$ cat config.mk
export PLATFORM = sky130hd
export DESIGN_NAME = cellular_automaton_cell_update
export DESIGN_NICKNAME = d
export VERILOG_FILES = /design/src/design/cacu_pkg.sv /design/src/design/cacu_eco.sv /design/src/design/cellular_automaton_cell_update.sv
export VERILOG_INCLUDE_DIRS = /design/src /design/src/design
export SDC_FILE = /design/constraint.sdc
export NUM_CORES = 1
export LEC_CHECK = 0
export BUFFER_PORTS_ARGS = -buffer_cell sky130_fd_sc_hd__buf_2
export CELL_PAD_IN_SITES_DETAIL_PLACEMENT = 1
export CELL_PAD_IN_SITES_GLOBAL_PLACEMENT = 2
export CORE_AREA = 3 3 168 170
export CTS_CLUSTER_SIZE = 20
export DETAILED_ROUTE_END_ITERATION = 8
export DIE_AREA = 0 0 171 173
export PLACE_DENSITY_LB_ADDON = 0.1
export SLEW_MARGIN = 25
export SYNTH_ARGS = -nofsm -noshare
export SYNTH_HDL_FRONTEND = slang
export SYNTH_SLANG_ARGS = --single-unit
$ cat constraint.sdc
create_clock -name i_clk -period 6.6 [get_ports i_clk]
set_input_delay 0.66 -clock i_clk [delete_from_list [all_inputs] [get_ports i_clk]]
set_output_delay 0.66 -clock i_clk [all_outputs]
set_load 0.005 [all_outputs]
$ cat src/design/cellular_automaton_cell_update_assert.svh
// ----------------------------------------------------------------------------
// Assertion macros for the cell update block
// Implication checks on the rising clock, disabled while reset is asserted.
// ----------------------------------------------------------------------------
`ifndef CELLULAR_AUTOMATON_CELL_UPDATE_ASSERT_SVH
`define CELLULAR_AUTOMATON_CELL_UPDATE_ASSERT_SVH

// Same-cycle implication.
`define CACU_ASSERT_IMPL(lbl, clk, rst_n, ante, cons, msg) \
    lbl: assert property (@(posedge clk) disable iff (!(rst_n)) (ante) |-> (cons)) \
        else $error(msg);

// Next-cycle implication.
`define CACU_ASSERT_NEXT(lbl, clk, rst_n, ante, cons, msg) \
    lbl: assert property (@(posedge clk) disable iff (!(rst_n)) (ante) |=> (cons)) \
        else $error(msg);

`endif

$ cat src/design/cacu_pkg.sv
// ----------------------------------------------------------------------------
// cacu_pkg
// Types and fixed constants shared by the cell update block.
// ----------------------------------------------------------------------------
`timescale 1ns / 1ps
`default_nettype none

package cacu_pkg;

    localparam int CELL_W   = 16;
    localparam int FLOW_W   = 10;
    localparam int CARRY_W  = 3;
    localparam int NCELLS   = 9;
    localparam int CENTER_IX = 4;
    // 8 x 16-bit signed + flow + carry fits comfortably in 20 bits
    localparam int SUM_W    = 20;
    // eco rule only looks at the low 9 bits of each cell
    localparam int ECO_W    = 9;
    localparam int ECO_OUT_W = 10;
    localparam int CNT_W    = 4;

    localparam logic [ECO_OUT_W-1:0] HIST_MASK = 10'h3fc;
    localparam logic [CNT_W-1:0]     ONES_HI   = 4'd5;
    localparam logic [CNT_W-1:0]     ONES_EQ   = 4'd4;
    localparam logic [CNT_W-1:0]     TWOS_BIRTH = 4'd2;
    localparam logic [CNT_W-1:0]     TWOS_FIVE  = 4'd5;
    localparam logic [CNT_W-1:0]     TWOS_SIX   = 4'd6;

    // configuration register indexes
    localparam logic [1:0] CFG_RULE_SELECT  = 2'd0;
    localparam logic [1:0] CFG_FLOW_OFFSET  = 2'd1;
    localparam logic [1:0] CFG_FLAG_PATTERN = 2'd2;

    // rule codes
    localparam logic RULE_HEAT = 1'b0;
    localparam logic RULE_ECO  = 1'b1;

    localparam logic [FLOW_W-1:0] FLOW_RESET = 10'h3f9;   // -7
    localparam logic [CELL_W-1:0] FLAG_RESET = 16'd14336;

    typedef logic signed [CELL_W-1:0] t_cell;
    typedef logic [ECO_W-1:0]         t_eco_bits;
    typedef logic [ECO_OUT_W-1:0]     t_eco_cell;

endpackage

`default_nettype wire

$ cat src/design/cacu_eco.sv
// ----------------------------------------------------------------------------
// cacu_eco
// Eco rule cell kernel: brian's-brain / anti-life update on flow-shifted cells.
// ----------------------------------------------------------------------------
`timescale 1ns / 1ps
`default_nettype none

module cacu_eco
    import cacu_pkg::*;
(
    input  wire t_eco_bits i_cells [NCELLS],
    input  wire t_eco_bits i_flow,
    output t_eco_cell      o_cell
);

    t_eco_bits          v [NCELLS];
    logic [CNT_W-1:0]   ones;
    logic [CNT_W-1:0]   twos;
    t_eco_bits          c;
    logic               bit1;

    always_comb begin
        ones = '0;
        twos = '0;
        for (int i = 0; i < NCELLS; i++) begin
            v[i] = i_cells[i] - i_flow;
            ones = ones + CNT_W'(v[i][0]);
            if (i != CENTER_IX) begin
                twos = twos + CNT_W'(v[i][1]);
            end
        end
        c = v[CENTER_IX];

        if (ones > ONES_HI || ones == ONES_EQ) begin
            bit1   = (c[2:1] == 2'b00) && (twos == TWOS_BIRTH);
            o_cell = ({c, 1'b0} & HIST_MASK) | {8'd0, bit1, 1'b1};
        end else begin
            if (c[1]) begin
                bit1 = (twos != TWOS_FIVE);
            end else begin
                bit1 = (twos != TWOS_FIVE) && (twos != TWOS_SIX);
            end
            o_cell = ({c ^ 9'd2, 1'b0} & HIST_MASK) | {8'd0, bit1, 1'b0};
        end
    end

endmodule

`default_nettype wire

$ cat src/design/cellular_automaton_cell_update.sv
// ----------------------------------------------------------------------------
// cellular_automaton_cell_update
// One 3x3 neighborhood in, one updated center cell out (heat or eco rule).
// ----------------------------------------------------------------------------
// Usage:
//   Input channel: nine 16-bit cells with i_valid / o_stall; an item is taken
//   on a clock edge with i_valid high and o_stall low. Windows must arrive in
//   scan order, since the heat rule carries 3 bits of rounding error from
//   one item to the next.
//   Output channel: o_new_cell with o_valid / i_stall.
//   Pipeline: an accepted item passes the input register, then the result
//   register, where o_valid rises; a receiver stall can hold it in between.
//   Throughput: 1 item per cycle while the receiver does not stall; the only
//   loop is the 3-bit carry add in the compute stage.
//   When the receiver stalls, the result register holds and the input
//   register keeps taking one more item; o_stall rises only when both are
//   full.
//   Configuration: write through i_cfg_we / i_cfg_index / i_cfg_data while
//   no item is in flight. Index 3 is ignored.
//   Reset (synchronous, active low): pipeline empty, carry cleared, rule =
//   heat, flow offset = -7, flag pattern = 0x3800.
// ----------------------------------------------------------------------------
`timescale 1ns / 1ps
`default_nettype none

module cellular_automaton_cell_update
    import cacu_pkg::*;
#(
    parameter int VALUE_BITS = 10
) (
    input  wire         i_clk,
    input  wire         i_rst_n,

    input  wire         i_cfg_we,
    input  wire  [1:0]  i_cfg_index,
    input  wire  [15:0] i_cfg_data,

    input  wire         i_valid,
    output logic        o_stall,
    input  wire t_cell  i_north_west,
    input  wire t_cell  i_north,
    input  wire t_cell  i_north_east,
    input  wire t_cell  i_west,
    input  wire t_cell  i_center,
    input  wire t_cell  i_east,
    input  wire t_cell  i_south_west,
    input  wire t_cell  i_south,
    input  wire t_cell  i_south_east,

    output logic        o_valid,
    input  wire         i_stall,
    output logic [15:0] o_new_cell
);

    // configuration
    logic              r_rule;
    logic [FLOW_W-1:0] r_flow;
    logic [CELL_W-1:0] r_flag;

    // pipeline
    logic               r_s1_valid;
    t_cell              r_cells [NCELLS];
    logic               r_out_valid;
    logic [CELL_W-1:0]  r_new_cell;
    logic [CARRY_W-1:0] r_carry;

    logic               out_ready;
    logic               s1_move;
    logic               in_accept;

    logic [SUM_W-1:0]   heat_sum;
    logic [CELL_W-1:0]  heat_val;
    t_eco_bits          eco_low [NCELLS];
    t_eco_cell          eco_cell;
    logic [CELL_W-1:0]  eco_sum;
    logic [CELL_W-1:0]  eco_val;
    logic [CELL_W-1:0]  n_new_cell;
    logic [CARRY_W-1:0] n_carry;

    assign out_ready = !r_out_valid || !i_stall;
    assign s1_move   = r_s1_valid && out_ready;
    assign o_stall   = r_s1_valid && !out_ready;
    assign in_accept = i_valid && !o_stall;

    always_ff @(posedge i_clk) begin
        if (!i_rst_n) begin
            r_rule <= RULE_HEAT;
            r_flow <= FLOW_RESET;
            r_flag <= FLAG_RESET;
        end else if (i_cfg_we) begin
            unique case (i_cfg_index)
                CFG_RULE_SELECT:  r_rule <= i_cfg_data[0];
                CFG_FLOW_OFFSET:  r_flow <= i_cfg_data[FLOW_W-1:0];
                CFG_FLAG_PATTERN: r_flag <= i_cfg_data;
                default: ;
            endcase
        end
    end

    // heat: carry + eight neighbors + flow
    always_comb begin
        heat_sum = SUM_W'(r_carry) + SUM_W'($signed(r_flow));
        for (int i = 0; i < NCELLS; i++) begin
            if (i != CENTER_IX) begin
                heat_sum = heat_sum + SUM_W'(r_cells[i]);
            end
        end
        heat_val = {{(CELL_W-VALUE_BITS){1'b0}}, heat_sum[CARRY_W +: VALUE_BITS]};
    end

    always_comb begin
        for (int i = 0; i < NCELLS; i++) begin
            eco_low[i] = r_cells[i][ECO_W-1:0];
        end
    end

    cacu_eco u_eco (
        .i_cells (eco_low),
        .i_flow  (r_flow[ECO_W-1:0]),
        .o_cell  (eco_cell)
    );

    assign eco_sum = CELL_W'($signed(r_flow)) + CELL_W'(eco_cell);
    assign eco_val = {{(CELL_W-VALUE_BITS){1'b0}}, eco_sum[VALUE_BITS-1:0]};

    always_comb begin
        if (r_rule == RULE_ECO) begin
            n_new_cell = eco_val | r_flag;
            n_carry    = r_carry;
        end else begin
            n_new_cell = heat_val | r_flag;
            n_carry    = heat_sum[CARRY_W-1:0];
        end
    end

    always_ff @(posedge i_clk) begin
        if (!i_rst_n) begin
            r_s1_valid  <= 1'b0;
            r_out_valid <= 1'b0;
            r_carry     <= '0;
        end else begin
            if (in_accept) begin
                r_s1_valid <= 1'b1;
            end else if (s1_move) begin
                r_s1_valid <= 1'b0;
            end
            if (s1_move) begin
                r_out_valid <= 1'b1;
                r_carry     <= n_carry;
            end else if (out_ready) begin
                r_out_valid <= 1'b0;
            end
        end
    end

    always_ff @(posedge i_clk) begin
        if (in_accept) begin
            r_cells[0] <= i_north_west;
            r_cells[1] <= i_north;
            r_cells[2] <= i_north_east;
            r_cells[3] <= i_west;
            r_cells[4] <= i_center;
            r_cells[5] <= i_east;
            r_cells[6] <= i_south_west;
            r_cells[7] <= i_south;
            r_cells[8] <= i_south_east;
        end
        if (s1_move) begin
            r_new_cell <= n_new_cell;
        end
    end

    assign o_valid    = r_out_valid;
    assign o_new_cell = r_new_cell;

    `include "cellular_automaton_cell_update_assert.svh"

    `CACU_ASSERT_NEXT(a_eco_keeps_carry, i_clk, i_rst_n, s1_move && r_rule == RULE_ECO, $stable(r_carry), "eco item changed the heat carry")
    `CACU_ASSERT_IMPL(a_stall_only_when_full, i_clk, i_rst_n, o_stall, r_s1_valid && r_out_valid && i_stall, "input stalled with room in the pipeline")
    `CACU_ASSERT_NEXT(a_result_not_dropped, i_clk, i_rst_n, r_out_valid && i_stall, r_out_valid, "stalled result dropped")
    `CACU_ASSERT_NEXT(a_item_reaches_output, i_clk, i_rst_n, s1_move, r_out_valid, "item lost between stages")

endmodule

`default_nettype wire

==> flow_summary.yaml, run 1 <==
grt:
  antenna_found_initial: 0
  grt-ovfl-total: 0
  grt_pass1_wl_mm: 33.10
  grt_pass1_vias: 6441
  met2_usage_pct: 27.11
  grtUsageMet3_pct: 3.658
  grt_max_degree: 64
  globalRoute.busiestLayer: "met2"
  grt_use_total_pct: 14.70
  grtUsageMet1_pct: 16.39
timing:
  postLayoutSetupSlackWorst_ns: 0.3935
  max_freq_ghz: 0.1611
  setup_tns_ns: 0
  worst_slew_pin_slew_ns: 0.8307
  timing.slew.headroom_pct: 44.62
  holdWs_ns: 0.3891
  period_share_pct: 94.04
  min_period_ns: 6.207
  rsz0062_at_grt: "false"
  finalSetupViolCount: 0
  final.setup_skew_ns: 0.009596
  final_hold_viol_count: 0
  slew_violations: 0
pwr:
  p_switching_mw: 1.881
  leakagePower_nw: 4.457
  ir_worst_vdd_uv: 201.3
  pwr-share-comb_pct: 52.6
  swShare_pct: 39.02
  powerDensity_nw_per_um2: 443.2
  seqPwrFrac_pct: 27.5
  clockPowerShare_pct: 19.9
  intPower_mw: 2.940
logic_synthesis:
  syn_inst: 672
  synth_edf_count: 129
  synth.avg_cell_area_um2: 13.57
  synth_flop_cell: "edfxtp_1"
  yosysTopAreaCell: "edfxtp_1"
  ys.warnings.count: 0
  synth-seq-area-share_pct: 49.51
  async_reset_ff_share_pct: 0
  synth_commonest_cells: "edfxtp_1 (129), fa_1 (93), inv_1 (75)"
  synth_top_area_share_pct: 42.48
  synth_nets: 982
  synth.most_common_cell: "edfxtp_1"
  synth.ff_latch_count: 161
  syn_area_um2: 9119
  yosys-top-cells-area: "edfxtp_1 (42%), fa_1 (20%), dfxtp_1 (7.0%)"
  ys_types: 48
place:
  routabilityCongestion: 0.7508
  place_hpwl_mm: 15.92
  portBuffers: 153
  place_ws_ns: 0.3320
  place_area_um2: 10330
  dp.cells: 1161
die:
  die_w_um: 171
  initial_core_util_pct: 33.93
  num_io_pins: 185
  rows: 60
  core_um2: 26880
  die-height_um: 173
  dieArea_um2: 29580
drt:
  vias: 5523
  ant_nets: 0
  drc: 0
  initialDrtViolationCount: 161
  routed_via_density: 4.630
  drt_pass1_iterations: 4
  drt-wirelength-per-cell_um: 17.08
  drt_wl_total_mm: 20.38
cts:
  cts_hold_buf: 0
  clock_latency_ns: 0.44
  numCtsBuffers: 17
  clock-root-buffer: "clkbuf_16"
  ctsHtreeMaxLevel: 4
  cts_buffer_depth: 2
  clk_pin_slew_worst_paths_ns: 0.07
  cts_tree: "done"
  cts_resized: 0
  clock_sinks: 161
  cts_setup_buffers: 0
critical_path:
  cp_max_fo: 5
  required_ns: 6.84
  end_kind: "register"
  cp-start-kind: "register"
  path_class: "register to register"
  worstPathArrival_ns: 6.44
finish:
  final_area_um2: 10880
  antenna_cells: 0
  final_cells: 1193
  drive_gt1_share_pct: 23.36
  nNetsFinal: 1149
  syn_to_final_growth_pct: 19.29
outcome:
  outcome: "complete, no violations"
hold_path:
  hold_class: "input pin to register"
job:
  cap_violations: 0
[final timing paths]
kind | to | start | slack, ns | depth (start not counted)
worst max-delay path | o_new_cell[9] | r_cells[0][16] | 0.39 | 24
worst min-delay path | r_cells[0][68] | i_center[4] | 0.39 | 1
worst max register to register | o_new_cell[9] | r_cells[0][16] | 0.39 | 24
worst min register to register | o_new_cell[13] | r_flag[13] | 0.44 | 0
[cell type report]
type / count / area [um2]
Fill cell: 2855 / 16000
Multi-Input combinational cell: 424 / 4289
Clock buffer: 18 / 429.2
Inverter: 76 / 285.3
Sequential cell: 161 / 4514
Tap cell: 341 / 426.7
Timing Repair Buffer: 159 / 810.8
Clock inverter: 14 / 122.6
[worst max-delay path, cell delays in order (launching register included)]
cell       delay (ns)
edfxtp_1         0.37
inv_1            0.06
ha_1             0.27
inv_1            0.04
ha_1             0.29
inv_1            0.08
fa_1             0.44
fa_1             0.51
fa_1             0.49
inv_1            0.07
ha_1             0.16
inv_1            0.06
fa_1             0.50
nand2_1          0.07
a221oi_1         0.26
o21ai_1          0.24
a211o_1          0.33
o211ai_1         0.11
and2_1           0.17
ha_1             0.23
a211oi_1         0.34
o211ai_1         0.22
a221oi_1         0.35
nor4b_1          0.09
a2111oi_1        0.25
[power groups by stage]
stage / logic [mW] / clock network [mW] / registers, mW
global route: 2.93 / 1.04 / 1.34
detailed placement: 2.59 / 0 / 1.35
floorplan: 1.94 / 0 / 1.34
CTS: 2.61 / 0.999 / 1.33
finish: 2.54 / 0.959 / 1.32
global placement: 2.51 / 0 / 1.35
[kinds of logic after synthesis]
family	share of synthesized area, %
adders and majority gates	27.28
xor gates and xnor gates	5.283
and+or+nand+nor	6.572
DFF	49.51
buffers and inverters	3.581
muxes	0.5763
AOI/OAI and AO/OA	7.204
[flip-flops by register name, indices dropped and copies added, names as in the netlist]
name and count:
o_new_cell 16, r_s1_valid 1, r_flow 10, r_carry 3, r_flag 16, o_valid 1, r_cells 113, r_rule 1
[cells in the final DEF, fill, tap and decap left out, types with 4 or more instances in the layout]
cell       count
inv_8          5
fa_1          93
and3_1         5
xnor2_1       44
and3b_1        4
o21ai_1        5
a211o_1        4
inv_1         75
a21o_1         4
nor3_1         9
a21oi_1       23
clkbuf_16     17
o21ai_0       11
xor2_1        11
nor2b_1        8
buf_4          6
dfxtp_1       32
ha_1          50
o211ai_1      11
nand2_1       58
edfxtp_1     129
nor2_1        18
nand3_1        9
buf_2        153
a21boi_0      15
[metal layers]
metal	up-vias	routed length [um]
met2	97	11200
met4	0	352
met1	2761	7971
met5	-	0
li1	2646	-
met3	19	852
[metrics by stage]
step,total power [mW],utilization [%]
global route,5.308,40.47
floorplan,3.286,-
global placement,3.860,38.42
finish,4.821,40.47
detailed placement,3.935,38.42
CTS,4.933,40.47
Power figures use the tool's default switching activity.
==> run 2, diff against run 1 <==
Settings changed: CAP_MARGIN set to 20, CTS_BUF_LIST set to sky130_fd_sc_hd__clkbuf_16.
==> run 2 against run 1 <==
  * Flip-flop and latch count stayed put
  * Global-route usage stayed put
  * Utilization stayed put
  * Largest cell class unchanged
  * Cell count stayed put
  * Sequential share of layout area stayed put
  * Critical path depth stayed put
  * Clock skew hardly changed
  * Power hardly changed
  * Hold slack hardly changed
  * Highest routed layer unchanged
==> flow_summary.yaml, run 2 (synthesis results as in run 1) <==
outcome:
  outcome: "complete, no violations"
grt:
  grt_use_total_pct: 14.70
  grt_pass1_vias: 6441
  antenna_found_initial: 0
  grt_pass1_wl_mm: 33.10
  grt-ovfl-total: 0
  grt_max_degree: 64
timing:
  holdWs_ns: 0.3891
  min_period_ns: 6.198
  final_hold_viol_count: 0
  final.setup_skew_ns: 0.009596
  timing.slew.headroom_pct: 44.62
  max_freq_ghz: 0.1613
  period_share_pct: 93.92
  postLayoutSetupSlackWorst_ns: 0.4015
  rsz0062_at_grt: "false"
  finalSetupViolCount: 0
  setup_tns_ns: 0
  slew_violations: 0
  worst_slew_pin_slew_ns: 0.8307
place:
  portBuffers: 153
  dp.cells: 1161
  place_hpwl_mm: 15.92
  routabilityCongestion: 0.7508
  place_ws_ns: 0.3320
cts:
  clock_sinks: 161
  cts_buffer_depth: 2
  clock-root-buffer: "clkbuf_16"
  cts_hold_buf: 0
  ctsHtreeMaxLevel: 4
  cts_setup_buffers: 0
  clock_latency_ns: 0.44
  numCtsBuffers: 17
  cts_tree: "done"
  clk_pin_slew_worst_paths_ns: 0.07
  cts_resized: 0
hold_path:
  hold_depth: 1
  hp-start: "i_center[4]"
  hold_class: "input pin to register"
finish:
  final_cells: 1193
  antenna_cells: 0
  largest_reg_flops: 113
  final_common_cell: "buf_2"
  syn_to_final_growth_pct: 19.29
  layout_common_cells: "buf_2 (153), edfxtp_1 (129), fa_1 (93), inv_1 (76), nand2_1 (58)"
  fillers: 2855
  regMostFlops: "r_cells"
  nNetsFinal: 1149
  drive_gt1_share_pct: 23.36
critical_path:
  crit_slowest_cell: "fa_1"
  crit_chain: "inv_1, ha_1, inv_1, ha_1, inv_1, fa_1, fa_1, fa_1, inv_1, ha_1, inv_1, fa_1, nand2_1, a221oi_1, o21ai_1, a211o_1, o211ai_1, and2_1, ha_1, a211oi_1, o211ai_1, a221oi_1, nor4b_1, a2111oi_1"
  startpoint: "r_cells[0][16]"
  cp_max_fo: 5
  r2r_setup_slack_ns: 0.40
  end_kind: "register"
  required_ns: 6.84
  cp-start-kind: "register"
  r2r_cells: 24
  cpPeakStageDelay_ns: 0.51
  worstPathArrival_ns: 6.44
  cpMostUsedCell: "inv_1"
  r2r-start: "r_cells[0][16]"
  path_class: "register to register"
pwr:
  powerDensity_nw_per_um2: 443.1
  leakagePower_nw: 4.461
  ir_worst_vdd_uv: 201.3
  total_power_mw: 4.820
drt:
  initialDrtViolationCount: 161
  drt_wl_total_mm: 20.38
  routed_via_density: 4.630
  drt-wirelength-per-cell_um: 17.08
  drt_pass1_iterations: 4
  drc: 0
  vias: 5523
  ant_nets: 0
die:
  num_io_pins: 185
  die-height_um: 173
  core_um2: 26880
  die_w_um: 171
  rows: 60
  initial_core_util_pct: 33.93
  dieArea_um2: 29580
job:
  cap_violations: 0
-- run 2: cell types whose count changed in the layout (fill, tap and decap cells not counted) --
cell      before  now
clkbuf_1       1    0
inv_1         75   76
-- run 2: critical path, delay by kind of cell (launching register included) --
kind	cells	cell delay [ns]
adder cells (fa/ha/maj)	8	2.89
AO/OA/AOI/OAI	8	2.10
flip-flops	1	0.37
AND/OR/NAND/NOR	3	0.33
buffers and inverters	5	0.31
-- run 2: worst paths after layout --
check | end
worst max-delay path | o_new_cell[9]
worst min-delay path | r_cells[0][68]
worst max register to register | o_new_cell[9]
worst min register to register | o_new_cell[13]
-- run 2: power breakdown --
group          switching (mW)  internal, mW
combinational            1.37          1.17
sequential             0.0506          1.27
clock                   0.462         0.495
total                    1.88          2.94
-- run 2: area by class of cell --
type	count	area, um2	share of cell area (%)
sequential	161	4514	41.50
multi-input combinational	424	4289	39.43
timing repair buffer	159	810.8	7.453
tap	341	426.7	3.922
clock buffer	17	425.4	3.911
inverter	76	285.3	2.623
clock inverter	15	126.4	1.162
-- run 2: through the flow --
stage | util, % | instance area (um2)
2_1_floorplan | - | 9119
3_3_place_gp | 38.42 | 10330
3_5_place_dp | 38.42 | 10330
4_1_cts | 40.47 | 10880
5_1_grt | 40.47 | 10880
6_report | 40.47 | 10880
-- run 2: metal layers --
layer / up-vias / GRT usage [%] / share of wire [%]
met4: 0 / 4.829 / 1.7
met3: 19 / 3.658 / 4.2
li1: 2646 / - / -
met1: 2761 / 16.39 / 39
met5: - / 0 / 0
met2: 97 / 27.11 / 55
==> run 3, diff against run 2 <==
Settings changed: PLACE_DENSITY set to 0.74, PLACE_DENSITY_LB_ADDON 0.1 to not set.
==> run 3 against run 2 <==
  * First-iteration DRC count is 39% higher
  * Die area is the same
  * Cell count unchanged
  * Count of clock-buffer cells in the layout is the same
  * Flip-flop and latch count unchanged
  * Via count shrank 1.4%
  * Cell area rose by 0.46%
  * Utilization up 0.19 points
==> flow_summary.yaml, run 3 (synthesis results as in run 1) <==
outcome:
  outcome: "complete, no violations"
critical_path:
  end_kind: "register"
  cpMostUsedCell: "inv_1"
  cp-start-kind: "register"
  required_ns: 6.84
  crit_chain: "inv_1, ha_1, inv_1, ha_1, inv_1, fa_1, fa_1, fa_1, inv_1, ha_1, inv_1, fa_1, nand2_1, a221oi_1, o21ai_1, a211o_1, o211ai_1, and2_1, ha_1, a211oi_1, o211ai_1, a221oi_1, nor4b_1, a2111oi_1"
  path_class: "register to register"
  cpPeakStageDelay_ns: 0.52
  cp_max_fo: 5
  worstPathArrival_ns: 6.31
  crit_slowest_cell: "fa_1"
cts:
  clock-root-buffer: "clkbuf_16"
  clock_sinks: 161
  numCtsBuffers: 17
  clk_pin_slew_worst_paths_ns: 0.08
  clock_latency_ns: 0.44
  ctsHtreeMaxLevel: 4
  cts_hold_buf: 0
  cts_buffer_depth: 2
  cts_tree: "done"
drt:
  drt_wl_total_mm: 19.99
  vias: 5445
  drt_pass1_iterations: 4
  drt-wirelength-per-cell_um: 16.76
  ant_nets: 0
  routed_via_density: 4.564
  drc: 0
  initialDrtViolationCount: 223
finish:
  final_area_um2: 10930
  fillers: 2847
  final_common_cell: "buf_2"
  syn_to_final_growth_pct: 19.84
  regMostFlops: "r_cells"
  nNetsFinal: 1149
  drive_gt1_share_pct: 23.47
  antenna_cells: 0
  layout_common_cells: "buf_2 (153), edfxtp_1 (129), fa_1 (93), inv_1 (76), nand2_1 (58)"
  largest_reg_flops: 113
die:
  rows: 60
  core_um2: 26880
  die_w_um: 171
  dieArea_um2: 29580
  die-height_um: 173
  initial_core_util_pct: 33.93
  num_io_pins: 185
timing:
  period_share_pct: 91.97
  finalSetupViolCount: 0
  slew_violations: 0
  final_hold_viol_count: 0
  max_freq_ghz: 0.1647
  postLayoutSetupSlackWorst_ns: 0.5297
  setup_tns_ns: 0
  worst_slew_pin_slew_ns: 0.7522
  min_period_ns: 6.070
  rsz0062_at_grt: "false"
  final.setup_skew_ns: 0.01860
  timing.slew.headroom_pct: 49.85
place:
  place_area_um2: 10330
  place_ws_ns: 0.4119
  routabilityCongestion: 0.7463
  portBuffers: 153
  place_hpwl_mm: 15.55
pwr:
  leakagePower_nw: 4.472
  powerDensity_nw_per_um2: 440.7
  ir_worst_vdd_uv: 201.9
grt:
  grt_pass1_wl_mm: 32.52
  grt_use_total_pct: 14.33
  grt_max_degree: 59
  antenna_found_initial: 0
  grt_pass1_vias: 6186
  grt-ovfl-total: 0
hold_path:
  hold_class: "input pin to register"
job:
  cap_violations: 0
==> run 3: through the flow <==
| stage | util (%) | instances | power (mW) | hold slack (ns) |
|---|---|---|---|---|
| after floorplan | - | 672 | 3.286 | 0.4081 |
| after CTS | 40.66 | 1193 | 4.935 | 0.3602 |
| final | 40.66 | 1193 | 4.816 | 0.3858 |
| after detailed placement | 38.42 | 1161 | 3.880 | 0.4161 |
| after global placement | 38.42 | 1161 | 3.834 | 0.4143 |
| after global routing | 40.66 | 1193 | 5.310 | 0.3583 |
==> run 3: power by group <==
group | switching [mW] | internal (mW) | total (mW) | leakage (nW)
registers | 0.0597 | 1.28 | 1.33 | 1.51
logic | 1.31 | 1.16 | 2.46 | 2.67
clock network | 0.476 | 0.541 | 1.02 | 0.291
==> run 3: area by class of cell <==
class,instances,area [um2],area share [%]
Inverter,76,285.3,2.610
Sequential cell,161,4516,41.32
Clock inverter,15,175.2,1.603
Clock buffer,17,425.4,3.893
Tap cell,341,426.7,3.904
Multi-Input combinational cell,424,4289,39.25
Timing Repair Buffer,159,810.8,7.419
==> run 3: final timing paths <==
| path | start | end | slack [ns] | depth (start not counted) |
|---|---|---|---|---|
| worst max-delay path | r_cells[0][16] | o_new_cell[9] | 0.53 | 24 |
| worst min-delay path | i_south[9] | r_cells[0][121] | 0.39 | 1 |
| worst max register to register | r_cells[0][16] | o_new_cell[9] | 0.53 | 24 |
| worst min register to register | r_flag[14] | o_new_cell[14] | 0.43 | 0 |
==> run 3: routing by layer <==
layer / vias up / global-route usage [%] / routed length [um]
li1: 2640 / - / -
met1: 2657 / 17.42 / 8218
met2: 121 / 25.01 / 10370
met3: 27 / 3.589 / 1055
met4: 0 / 4.326 / 348
met5: - / 0 / 0
==> run 3: repair_timing <==
action / 4_1_cts / 5_1_grt
setup endpoints to repair: 0 / 1
resized for setup: 0 / 1
setup buffers: 0 / 0
==> run 3: worst max-delay path, delay by kind of cell (launching register included) <==
family,cells,cell delay [ns]
AOI/OAI and AO/OA,8,2.00
buffers and inverters,5,0.31
adders and majority gates,8,2.91
DFF,1,0.37
and+or+nand+nor,3,0.30
